## config.mk

```make
export PLATFORM = sky130hd
export DESIGN_NAME = sparse_polynomial_add_sub_flat
export DESIGN_NICKNAME = d
export VERILOG_FILES = /design/src/design/spa_pkg.sv /design/src/design/spa_if.sv /design/src/design/spa_ram.sv /design/src/design/spa_ctrl.sv /design/src/design/spa_dp.sv /design/src/design/sparse_polynomial_add_sub.sv /design/src/flat_wrapper.sv
export SDC_FILE = /design/constraint.sdc
export NUM_CORES = 2
export LEC_CHECK = 0
export CAP_MARGIN = 20
export CORE_ASPECT_RATIO = 0.6
export CORE_UTILIZATION = 55
export DETAILED_ROUTE_END_ITERATION = 10
export DONT_BUFFER_PORTS = 1
export PLACE_DENSITY = 0.7
export SYNTH_ARGS = -nofsm -noshare
export SYNTH_HDL_FRONTEND = slang
export SYNTH_SLANG_ARGS = --single-unit
```

## constraint.sdc

```tcl
create_clock -name clk_i -period 8.51 [get_ports clk_i]
set_input_delay 1.702 -clock clk_i [delete_from_list [all_inputs] [get_ports clk_i]]
set_output_delay 1.702 -clock clk_i [all_outputs]
set_load 0.01 [all_outputs]
```

## src/design/spa_pkg.sv

```systemverilog
// ----------------------------------------------------------------------------
// Sparse polynomial add/subtract package
// Shared types and constants for the term stores, controller and datapath.
// ----------------------------------------------------------------------------
package spa_pkg;

  localparam int CoefW = 16;
  localparam int ExpW  = 8;
  localparam int ResW  = 17;
  localparam int WordW = CoefW + ExpW;

  typedef logic [1:0]       kind_t;
  typedef logic [CoefW-1:0] coef_t;
  typedef logic [ExpW-1:0]  exp_t;
  typedef logic [ResW-1:0]  res_t;

  localparam kind_t KIND_LOAD_FIRST  = 2'd0;
  localparam kind_t KIND_LOAD_SECOND = 2'd1;
  localparam kind_t KIND_COMPUTE     = 2'd2;

  typedef enum logic [2:0] {
    ST_IDLE,
    ST_RD_PIVOT,
    ST_GET_PIVOT,
    ST_COMPARE,
    ST_WR_PIVOT,
    ST_MERGE_RD,
    ST_EMIT
  } spa_state_e;

  // Commands from the controller to the datapath.
  typedef struct packed {
    logic load;
    logic init_sort;
    logic rd_pivot;
    logic get_pivot;
    logic compare;
    logic wr_pivot;
    logic init_merge;
    logic merge_rd;
    logic emit;
  } spa_cmd_t;

  // Status from the datapath to the controller.
  typedef struct packed {
    logic sort_needed;
    logic q_last;
    logic p_last;
    logic merge_done;
  } spa_sts_t;

endpackage

```

## src/design/spa_if.sv

```systemverilog
// ----------------------------------------------------------------------------
// Sparse polynomial add/subtract channels
// Valid/ready interfaces for the input items and the result terms.
// ----------------------------------------------------------------------------
interface spa_in_if;
  import spa_pkg::*;
  logic  valid;
  logic  ready;
  kind_t kind;
  coef_t coefficient;
  exp_t  exponent;
  modport source (output valid, kind, coefficient, exponent, input ready);
  modport sink (input valid, kind, coefficient, exponent, output ready);
endinterface

interface spa_out_if;
  import spa_pkg::*;
  logic valid;
  logic ready;
  logic term_valid;
  res_t result_coefficient;
  exp_t result_exponent;
  logic last_term;
  logic overflow_seen;
  modport source (output valid, term_valid, result_coefficient, result_exponent,
                  last_term, overflow_seen, input ready);
  modport sink (input valid, term_valid, result_coefficient, result_exponent,
                last_term, overflow_seen, output ready);
endinterface

```

## src/design/spa_ram.sv

```systemverilog
// ----------------------------------------------------------------------------
// Sparse polynomial term store
// Simple dual-port memory with one write port and a registered read port.
// ----------------------------------------------------------------------------
module spa_ram #(
  parameter int DEPTH = 32,
  parameter int AW    = 5,
  parameter int DW    = 24
) (
  input  logic          clk_i,
  input  logic          we_i,
  input  logic [AW-1:0] waddr_i,
  input  logic [DW-1:0] wdata_i,
  input  logic [AW-1:0] raddr_i,
  output logic [DW-1:0] rdata_o
);
  logic [DW-1:0] mem_q [DEPTH];
  logic [DW-1:0] rdata_q;

  always_ff @(posedge clk_i) begin
    if (we_i) begin
      mem_q[waddr_i] <= wdata_i;
    end
    rdata_q <= mem_q[raddr_i];
  end

  assign rdata_o = rdata_q;
endmodule

```

## src/design/spa_ctrl.sv

```systemverilog
// ----------------------------------------------------------------------------
// Sparse polynomial add/subtract controller
// Sequences loads, the exchange sort of both stores and the merge walk.
// ----------------------------------------------------------------------------
module spa_ctrl (
  input  logic              clk_i,
  input  logic              rst_ni,
  input  logic              in_valid_i,
  input  spa_pkg::kind_t    kind_i,
  output logic              in_ready_o,
  input  spa_pkg::spa_sts_t sts_i,
  output spa_pkg::spa_cmd_t cmd_o
);
  import spa_pkg::*;

  spa_state_e state_q, state_d;
  logic       accept;

  assign accept = in_valid_i && (state_q == ST_IDLE);

  always_ff @(posedge clk_i or negedge rst_ni) begin
    if (!rst_ni) begin
      state_q <= ST_IDLE;
    end else begin
      state_q <= state_d;
    end
  end

  always_comb begin
    state_d = state_q;
    unique case (state_q)
      ST_IDLE: begin
        if (accept && kind_i == KIND_COMPUTE) begin
          state_d = sts_i.sort_needed ? ST_RD_PIVOT : ST_MERGE_RD;
        end
      end
      ST_RD_PIVOT:  state_d = ST_GET_PIVOT;
      ST_GET_PIVOT: state_d = ST_COMPARE;
      ST_COMPARE: begin
        if (sts_i.q_last) begin
          state_d = ST_WR_PIVOT;
        end
      end
      ST_WR_PIVOT:  state_d = sts_i.p_last ? ST_MERGE_RD : ST_RD_PIVOT;
      ST_MERGE_RD:  state_d = ST_EMIT;
      ST_EMIT: begin
        if (sts_i.merge_done) begin
          state_d = ST_IDLE;
        end
      end
      default:      state_d = ST_IDLE;
    endcase
  end

  always_comb begin
    cmd_o      = '0;
    in_ready_o = 1'b0;
    unique case (state_q)
      ST_IDLE: begin
        in_ready_o = 1'b1;
        cmd_o.load = accept &&
                     (kind_i == KIND_LOAD_FIRST || kind_i == KIND_LOAD_SECOND);
        if (accept && kind_i == KIND_COMPUTE) begin
          cmd_o.init_sort  = sts_i.sort_needed;
          cmd_o.init_merge = !sts_i.sort_needed;
        end
      end
      ST_RD_PIVOT:  cmd_o.rd_pivot  = 1'b1;
      ST_GET_PIVOT: cmd_o.get_pivot = 1'b1;
      ST_COMPARE:   cmd_o.compare   = 1'b1;
      ST_WR_PIVOT: begin
        cmd_o.wr_pivot   = 1'b1;
        cmd_o.init_merge = sts_i.p_last;
      end
      ST_MERGE_RD:  cmd_o.merge_rd  = 1'b1;
      ST_EMIT:      cmd_o.emit      = 1'b1;
      default:      cmd_o           = '0;
    endcase
  end
endmodule

```

## src/design/spa_dp.sv

```systemverilog
// ----------------------------------------------------------------------------
// Sparse polynomial add/subtract datapath
// Term stores, sort and merge counters, combine arithmetic and output register.
// ----------------------------------------------------------------------------
module spa_dp #(
  parameter int MAX_TERMS = 32,
  parameter int AW        = 5,
  parameter int CW        = 6
) (
  input  logic              clk_i,
  input  logic              rst_ni,
  input  spa_pkg::spa_cmd_t cmd_i,
  output spa_pkg::spa_sts_t sts_o,
  input  spa_pkg::kind_t    kind_i,
  input  spa_pkg::coef_t    coefficient_i,
  input  spa_pkg::exp_t     exponent_i,
  input  logic              subtract_mode_i,
  input  logic              out_ready_i,
  output logic              out_valid_o,
  output logic              term_valid_o,
  output spa_pkg::res_t     result_coefficient_o,
  output spa_pkg::exp_t     result_exponent_o,
  output logic              last_term_o,
  output logic              overflow_seen_o
);
  import spa_pkg::*;

  logic [CW-1:0]    cnt_q [2];
  logic [CW-1:0]    p_q, q_q, a_q, b_q;
  logic [CW-1:0]    a_d, b_d;
  logic             overflow_q;
  coef_t            cur_c_q [2];
  exp_t             cur_e_q [2];

  logic             we [2];
  logic [AW-1:0]    waddr [2];
  logic [AW-1:0]    raddr [2];
  logic [WordW-1:0] wdata [2];
  logic [WordW-1:0] rdata [2];
  logic             full [2];
  logic             swap [2];

  logic [CW-1:0]    mx;
  logic [CW:0]      q_inc, p_inc;

  logic             out_valid_q, term_valid_q, last_q, ovf_out_q;
  res_t             res_c_q;
  exp_t             res_e_q;

  logic             has_a, has_b, use_a, use_b, last, free;
  res_t             ca, cb, res_c;
  exp_t             e1, e2;

  for (genvar g = 0; g < 2; g++) begin : g_store
    spa_ram #(.DEPTH(MAX_TERMS), .AW(AW), .DW(WordW)) u_ram (
      .clk_i  (clk_i),
      .we_i   (we[g]),
      .waddr_i(waddr[g]),
      .wdata_i(wdata[g]),
      .raddr_i(raddr[g]),
      .rdata_o(rdata[g])
    );
  end

  assign mx    = (cnt_q[0] > cnt_q[1]) ? cnt_q[0] : cnt_q[1];
  assign q_inc = {1'b0, q_q} + 1'b1;
  assign p_inc = {1'b0, p_q} + 1'b1;
  assign free  = !out_valid_q || out_ready_i;

  // Merge step: pick the lower exponent, or combine a matching pair.
  assign e1    = rdata[0][ExpW-1:0];
  assign e2    = rdata[1][ExpW-1:0];
  assign ca    = {rdata[0][WordW-1], rdata[0][WordW-1:ExpW]};
  assign cb    = {rdata[1][WordW-1], rdata[1][WordW-1:ExpW]};
  assign has_a = a_q < cnt_q[0];
  assign has_b = b_q < cnt_q[1];
  assign use_a = has_a && (!has_b || e1 <= e2);
  assign use_b = has_b && (!has_a || e2 <= e1);
  assign a_d   = a_q + CW'(use_a);
  assign b_d   = b_q + CW'(use_b);
  assign last  = (a_d >= cnt_q[0]) && (b_d >= cnt_q[1]);

  always_comb begin
    if (use_a && use_b) begin
      res_c = subtract_mode_i ? (ca - cb) : (ca + cb);
    end else if (use_a) begin
      res_c = ca;
    end else if (use_b) begin
      res_c = subtract_mode_i ? (res_t'(0) - cb) : cb;
    end else begin
      res_c = '0;
    end
  end

  always_comb begin
    for (int s = 0; s < 2; s++) begin
      full[s]  = cnt_q[s] >= CW'(MAX_TERMS);
      swap[s]  = cmd_i.compare && (q_q < cnt_q[s]) &&
                 (cur_e_q[s] > rdata[s][ExpW-1:0]);
      we[s]    = 1'b0;
      waddr[s] = cnt_q[s][AW-1:0];
      wdata[s] = {coefficient_i, exponent_i};
      raddr[s] = p_q[AW-1:0];
      if (cmd_i.load && kind_i[0] == 1'(s) && !full[s]) begin
        we[s] = 1'b1;
      end
      if (cmd_i.get_pivot) begin
        raddr[s] = q_q[AW-1:0];
      end
      if (cmd_i.compare) begin
        raddr[s] = q_inc[AW-1:0];
        we[s]    = swap[s];
        waddr[s] = q_q[AW-1:0];
        wdata[s] = {cur_c_q[s], cur_e_q[s]};
      end
      if (cmd_i.wr_pivot) begin
        we[s]    = p_q < cnt_q[s];
        waddr[s] = p_q[AW-1:0];
        wdata[s] = {cur_c_q[s], cur_e_q[s]};
      end
      if (cmd_i.merge_rd) begin
        raddr[s] = (s == 0) ? a_q[AW-1:0] : b_q[AW-1:0];
      end
      if (cmd_i.emit) begin
        if (free) begin
          raddr[s] = (s == 0) ? a_d[AW-1:0] : b_d[AW-1:0];
        end else begin
          raddr[s] = (s == 0) ? a_q[AW-1:0] : b_q[AW-1:0];
        end
      end
    end
  end

  assign sts_o.sort_needed = mx > CW'(1);
  assign sts_o.q_last      = q_inc >= {1'b0, mx};
  assign sts_o.p_last      = (p_inc + 1'b1) >= {1'b0, mx};
  assign sts_o.merge_done  = cmd_i.emit && free && last;

  always_ff @(posedge clk_i or negedge rst_ni) begin
    if (!rst_ni) begin
      cnt_q[0]    <= '0;
      cnt_q[1]    <= '0;
      overflow_q  <= 1'b0;
      p_q         <= '0;
      q_q         <= '0;
      a_q         <= '0;
      b_q         <= '0;
      out_valid_q <= 1'b0;
    end else begin
      for (int s = 0; s < 2; s++) begin
        if (cmd_i.load && kind_i[0] == 1'(s)) begin
          if (full[s]) begin
            overflow_q <= 1'b1;
          end else begin
            cnt_q[s] <= cnt_q[s] + 1'b1;
          end
        end
        if (sts_o.merge_done) begin
          cnt_q[s] <= '0;
        end
      end
      if (cmd_i.init_sort) begin
        p_q <= '0;
      end
      if (cmd_i.rd_pivot) begin
        q_q <= p_inc[CW-1:0];
      end
      if (cmd_i.compare) begin
        q_q <= q_inc[CW-1:0];
      end
      if (cmd_i.wr_pivot) begin
        p_q <= p_inc[CW-1:0];
      end
      if (cmd_i.init_merge) begin
        a_q <= '0;
        b_q <= '0;
      end else if (cmd_i.emit && free) begin
        a_q <= a_d;
        b_q <= b_d;
      end
      if (cmd_i.emit && free) begin
        out_valid_q <= 1'b1;
      end else if (out_ready_i) begin
        out_valid_q <= 1'b0;
      end
    end
  end

  // The pivot entry is held here while the rest of the store streams past.
  always_ff @(posedge clk_i) begin
    for (int s = 0; s < 2; s++) begin
      if (cmd_i.get_pivot || swap[s]) begin
        cur_c_q[s] <= rdata[s][WordW-1:ExpW];
        cur_e_q[s] <= rdata[s][ExpW-1:0];
      end
    end
    if (cmd_i.emit && free) begin
      term_valid_q <= use_a || use_b;
      res_c_q      <= res_c;
      res_e_q      <= use_a ? e1 : (use_b ? e2 : '0);
      last_q       <= last;
      ovf_out_q    <= overflow_q;
    end
  end

  assign out_valid_o          = out_valid_q;
  assign term_valid_o         = term_valid_q;
  assign result_coefficient_o = res_c_q;
  assign result_exponent_o    = res_e_q;
  assign last_term_o          = last_q;
  assign overflow_seen_o      = ovf_out_q;
endmodule

```

## src/design/sparse_polynomial_add_sub.sv

```systemverilog
// ----------------------------------------------------------------------------
// Sparse polynomial add/subtract
// Loads two sparse polynomials, then sorts, merges and streams the result.
// ----------------------------------------------------------------------------
// Usage:
// Items arrive on in_i. Kind first or second stores one term in that
// polynomial's store; a load into a full store is dropped and sets the
// sticky overflow flag. Kind compute starts a pass that sorts both stores
// by exponent with an exchange sort, skipped when no store holds two or
// more terms, and then merges them. The sort compares each held pivot with
// the later entries through the store memory read port. The merge first
// primes the memory reads, then emits one result per cycle on out_i while
// out_i does not stall, the last one marked by last_term. A compute on
// two empty stores yields one result with term_valid low. in_i.ready is low
// from compute acceptance until the last result is loaded in the output
// register. A stall on out_i holds the output register and pauses the merge.
// Reset empties both stores, clears the overflow flag and subtract mode.
// Write subtract_mode via cfg_we_i only while the block is idle; unenforced.
module sparse_polynomial_add_sub #(
  parameter int MAX_TERMS = 32
) (
  input  logic         clk_i,
  input  logic         rst_ni,
  input  logic         cfg_we_i,
  input  logic         cfg_data_i,
  spa_in_if.sink       in_i,
  spa_out_if.source    out_i
);
  import spa_pkg::*;

  localparam int AW = (MAX_TERMS > 1) ? $clog2(MAX_TERMS) : 1;
  localparam int CW = $clog2(MAX_TERMS + 1);

  spa_cmd_t cmd;
  spa_sts_t sts;
  logic     subtract_mode_q;

  always_ff @(posedge clk_i or negedge rst_ni) begin
    if (!rst_ni) begin
      subtract_mode_q <= 1'b0;
    end else if (cfg_we_i) begin
      subtract_mode_q <= cfg_data_i;
    end
  end

  spa_ctrl u_ctrl (
    .clk_i     (clk_i),
    .rst_ni    (rst_ni),
    .in_valid_i(in_i.valid),
    .kind_i    (in_i.kind),
    .in_ready_o(in_i.ready),
    .sts_i     (sts),
    .cmd_o     (cmd)
  );

  spa_dp #(.MAX_TERMS(MAX_TERMS), .AW(AW), .CW(CW)) u_dp (
    .clk_i               (clk_i),
    .rst_ni              (rst_ni),
    .cmd_i               (cmd),
    .sts_o               (sts),
    .kind_i              (in_i.kind),
    .coefficient_i       (in_i.coefficient),
    .exponent_i          (in_i.exponent),
    .subtract_mode_i     (subtract_mode_q),
    .out_ready_i         (out_i.ready),
    .out_valid_o         (out_i.valid),
    .term_valid_o        (out_i.term_valid),
    .result_coefficient_o(out_i.result_coefficient),
    .result_exponent_o   (out_i.result_exponent),
    .last_term_o         (out_i.last_term),
    .overflow_seen_o     (out_i.overflow_seen)
  );
endmodule

```

## src/flat_wrapper.sv

```systemverilog
// flat-port wrapper written by rule: the top's interface ports become plain ports
module sparse_polynomial_add_sub_flat import spa_pkg::*;
#(
  parameter int MAX_TERMS = 32
)
  (clk_i, rst_ni, cfg_we_i, cfg_data_i, in_i_valid, in_i_kind, in_i_coefficient, in_i_exponent, in_i_ready, out_i_valid, out_i_term_valid, out_i_result_coefficient, out_i_result_exponent, out_i_last_term, out_i_overflow_seen, out_i_ready);
  spa_in_if in_i_i ();
  spa_out_if out_i_i ();
  input  logic clk_i;
  input  logic rst_ni;
  input  logic cfg_we_i;
  input  logic cfg_data_i;
  input wire logic [$bits(in_i_i.valid)-1:0] in_i_valid;
  input wire logic [$bits(in_i_i.kind)-1:0] in_i_kind;
  input wire logic [$bits(in_i_i.coefficient)-1:0] in_i_coefficient;
  input wire logic [$bits(in_i_i.exponent)-1:0] in_i_exponent;
  output wire logic [$bits(in_i_i.ready)-1:0] in_i_ready;
  output wire logic [$bits(out_i_i.valid)-1:0] out_i_valid;
  output wire logic [$bits(out_i_i.term_valid)-1:0] out_i_term_valid;
  output wire logic [$bits(out_i_i.result_coefficient)-1:0] out_i_result_coefficient;
  output wire logic [$bits(out_i_i.result_exponent)-1:0] out_i_result_exponent;
  output wire logic [$bits(out_i_i.last_term)-1:0] out_i_last_term;
  output wire logic [$bits(out_i_i.overflow_seen)-1:0] out_i_overflow_seen;
  input wire logic [$bits(out_i_i.ready)-1:0] out_i_ready;
  assign in_i_i.valid = in_i_valid;
  assign in_i_i.kind = in_i_kind;
  assign in_i_i.coefficient = in_i_coefficient;
  assign in_i_i.exponent = in_i_exponent;
  assign in_i_ready = in_i_i.ready;
  assign out_i_valid = out_i_i.valid;
  assign out_i_term_valid = out_i_i.term_valid;
  assign out_i_result_coefficient = out_i_i.result_coefficient;
  assign out_i_result_exponent = out_i_i.result_exponent;
  assign out_i_last_term = out_i_i.last_term;
  assign out_i_overflow_seen = out_i_i.overflow_seen;
  assign out_i_i.ready = out_i_ready;
  sparse_polynomial_add_sub #(.MAX_TERMS(MAX_TERMS)) u_core (.clk_i(clk_i), .rst_ni(rst_ni), .cfg_we_i(cfg_we_i), .cfg_data_i(cfg_data_i), .in_i(in_i_i), .out_i(out_i_i));
endmodule
```

==> key figures <==
Clocking
  – Hold_buf cts: 0
  – Clock Tree Root: clkbuf_16
  – CTS max path bufs: 3
  – H-tree levels: 4
  – Clk pin slew, worst setup/hold paths: 70 ps
  – Resized Gates After CTS: 0
  – Worst-Skew Late Latency: 800 ps
  – CTS tree: done
  – Number of CTS-inserted buffers: 151
  – Clock Sinks: 1,702
  – Postcts setup bufs: 0

Routing
  – Routed Antenna Nets: 0
  – Avg Vias per Cell: 6.43
  – Post-Route WL: 200,000 um
  – Via Count: 44,900
  – DRT iter0 DRCs: 7,545
  – Wire per inst: 28.6 um
  – DR pass1 iterations: 6
  – Post-route DRC: 0

Global routing
  – Congestion Overflow GR: 0
  – Initial antenna violation count: 6
  – GRT Resource Usage Total: 31.0%
  – Global-route wire length before repair: 285,000 um
  – Largest net degree at the start of global routing: 192
  – Vias in the first global route: 40,600

STA
  – Tcrit/Tclk final: 77.4%
  – Setup ws final: 1920 ps
  – Final setup TNS: 0 ps
  – Max Clk Rate: 0.152 GHz
  – RSZ-0062 raised after global routing: false
  – Final Hold Vio Count: 0
  – Slew @ Worst Pin: 1200 ps
  – Final Max Slew Viols: 0
  – Worst Skew: 29.6 ps
  – Max-slew headroom: 19.8%
  – Final setup violation count: 0
  – Period minus WS final: 6590 ps

Worst setup path
  – Data arrival time of the worst path: 7260 ps
  – CP Launch Type: flip-flop
  – R2r endpoint: u_core.u_dp.g_store[1].u_ram.rdata_o[17]
  – Worst setup path start: u_core.u_dp.cnt_q[8]
  – CP endpoint: u_core.u_dp.g_store[1].u_ram.rdata_o[17]
  – CP Class: reg -> reg
  – Required time worst endpoint: 9180 ps
  – Reg2reg start: u_core.u_dp.cnt_q[8]
  – R2r setup slk: 1920 ps
  – CP max FO: 50
  – Crit path capture type: flip-flop
  – Reg2reg path depth: 18

Final layout
  – Final net count: 5,316
  – Share of layout cells above drive strength 1: 8.35%
  – Area growth syn-to-layout: 10.5%

Power
  – Sw Ratio: 37.8%
  – Reg power frac: 38.6%
  – Leak: 26.0 nW
  – Internal Pwr Total: 16.0 mW
  – Clock power share: 26.3%
  – Pwr Density: 334 nW/um2
  – Combinational fraction of design power: 35.1%
  – Max IR drop VDD: 0.406 mV
  – Psw: 9.72 mW

Logic synthesis
  – Synth Warn #: 0
  – Mapped cell area: 69,700 um2
  – Cells after Synth: 5,197
  – Ys async rst share: 2.47%
  – Distinct cells, synth: 70
  – EDFF count, synth: 1,612
  – Main synth FF type: edfxtp_1
  – Synth Net Count: 5,342
  – Number of synthesized register bits: 1,702
  – Sequential fraction of the synthesis area: 72.4%
  – Avg Synthesized Cell Area: 13.4 um2

Floorplanning
  – Core area: 125,000 um2
  – Die Y: 278 um
  – Std cell rows: 100
  – # IOs: 62
  – DIE AREA: 128,000 um2
  – Die W: 461 um
  – Initial core utilization: 55.8%

Place
  – Placer Congestion: 0.914
  – Detailed placement HPWL: 110,000 um
  – DP Worst Slack: 2230 ps
  – IO Port Bufs: 0

Flow run
  – Max-cap viol count: 0

Min path
  – Hold WC Path Type: reg -> reg
  – WHS Path Cells: 0

Run status
  – Outcome: completed
-- worst max-delay path: stages, from the launching register on --
cell      delay [ps]
dfrtp_1          520
inv_1            230
ha_1             340
o21a_1           130
o211ai_1          80
o21ai_0          540
nor3b_1           90
nand2b_2         520
inv_1            810
ha_1             300
ha_1             240
a21oi_1          100
or3_1            330
a21oi_2          360
and2_4           730
buf_4            480
nand3_1          140
a31oi_1          320
nor4_1           100
-- cells by family after synthesis --
group | synth area share (%)
buf+inv | 2.25
xor+xnor | 1.03
fa+ha+maj | 2.04
simple gates | 12.8
mux | 2.98
compound gates | 6.47
flops | 72.4
-- through the flow --
step | total power, mW | util (%) | hold slack, ps | area [um2] | instances
floorplan | 16.1 | - | 406 | 69700 | 5197
global placement | 18.7 | 57.7 | 418 | 71900 | 6693
detailed placement | 18.8 | 57.7 | 426 | 72000 | 6694
CTS | 25.6 | 61.6 | 442 | 76800 | 6969
global route | 26.7 | 61.7 | 454 | 77000 | 6977
finish | 25.7 | 61.7 | 440 | 77000 | 6978
-- metal layers --
layer  up-vias  GRT usage, %  share of wire (%)
li1      19300             -                  -
met3       291          8.93                 15
met4         6          8.88                2.6
met2      3002          41.2                 41
met5         -             0              0.069
met1     22300          49.1                 42
-- synth_stat cells (all sizes together) (17+ instances only) --
cell type / number / area [um2]
a32oi: 193 / 1690
xor2: 24 / 210
ha: 112 / 1400
nand2: 1354 / 5080
dfrtp: 42 / 1050
o21ai: 77 / 385
nor3: 39 / 200
mux2i: 204 / 2040
edfxtp: 1612 / 48400
nand2b: 32 / 200
nor2b: 17 / 106
nor2: 113 / 424
nand3: 418 / 2090
clkbuf: 146 / 552
a31oi: 196 / 1230
inv: 47 / 176
nor4: 65 / 407
dfxtp: 48 / 961
buf: 161 / 833
xnor2: 58 / 508
a21o: 27 / 203
a21oi: 69 / 349
-- power groups by stage --
| stage | clock, mW | combinational (mW) | sequential, mW |
|---|---|---|---|
| 2_1_floorplan | 0 | 6.30 | 9.83 |
| 3_3_place_gp | 0 | 8.58 | 10.1 |
| 3_5_place_dp | 0 | 8.75 | 10.1 |
| 4_1_cts | 6.82 | 8.82 | 9.92 |
| 5_1_grt | 7.14 | 9.68 | 9.93 |
| 6_report | 6.77 | 9.04 | 9.93 |
-- final cells by class --
cell class / instances / area [um2]
flip-flops and latches: 1702 / 50400
fillers: 9281 / 47800
multi-input cells: 3140 / 18200
clock buffers: 218 / 4240
well taps: 1683 / 2110
repair buffers: 128 / 1260
clock inverters: 57 / 606
inverters: 48 / 180
diodes: 2 / 5.00
-- cells in the final DEF (no fill, tap or decap), drive strengths merged, types with 9 or more instances in the layout --
cell type  count
a21boi         9
nor2b         17
clkinv        43
nor4          65
nand2       1354
xnor2         58
nand4         13
ha           112
inv           55
xor2          24
nor3          39
buf          128
dfxtp         48
nor2         113
a32oi        193
o211ai        10
or3           11
edfxtp      1612
a21o          27
nand2b        32
o21a          10
mux2i        204
o21ai         77
dfrtp         42
and2           9
a31oi        196
clkbuf       218
nand3        418
a21oi         69
-- state kept, by name (all words and copies together), names as in the netlist, 8 cells and up --
register                           count
u_core.u_dp.g_store.u_ram.mem_q     1536
u_core.u_dp.g_store.u_ram.rdata_o     48
u_core.u_dp.cur_c_q                   32
u_core.u_dp.result_coefficient_o      17
u_core.u_dp.cur_e_q                   16
u_core.u_dp.cnt_q                     12
u_core.u_dp.result_exponent_o          8
-- worst min-delay path by stage --
stage | slack, ps | start | end
after global placement | 420 | u_core.u_dp.g_store[0].u_ram.rdata_o[4] | u_core.u_dp.cur_e_q[0][4]
after CTS | 440 | u_core.u_dp.g_store[0].u_ram.rdata_o[4] | u_core.u_dp.cur_e_q[0][4]
after floorplan | 410 | u_core.u_dp.g_store[1].u_ram.rdata_o[15] | u_core.u_dp.cur_c_q[0][23]
after detailed placement | 430 | u_core.u_dp.g_store[0].u_ram.rdata_o[4] | u_core.u_dp.cur_e_q[0][4]
after global routing | 450 | u_core.u_dp.g_store[0].u_ram.rdata_o[4] | u_core.u_dp.cur_e_q[0][4]
final | 440 | u_core.u_dp.g_store[0].u_ram.rdata_o[4] | u_core.u_dp.cur_e_q[0][4]
Note: power is estimated with default switching activity, not from simulation.
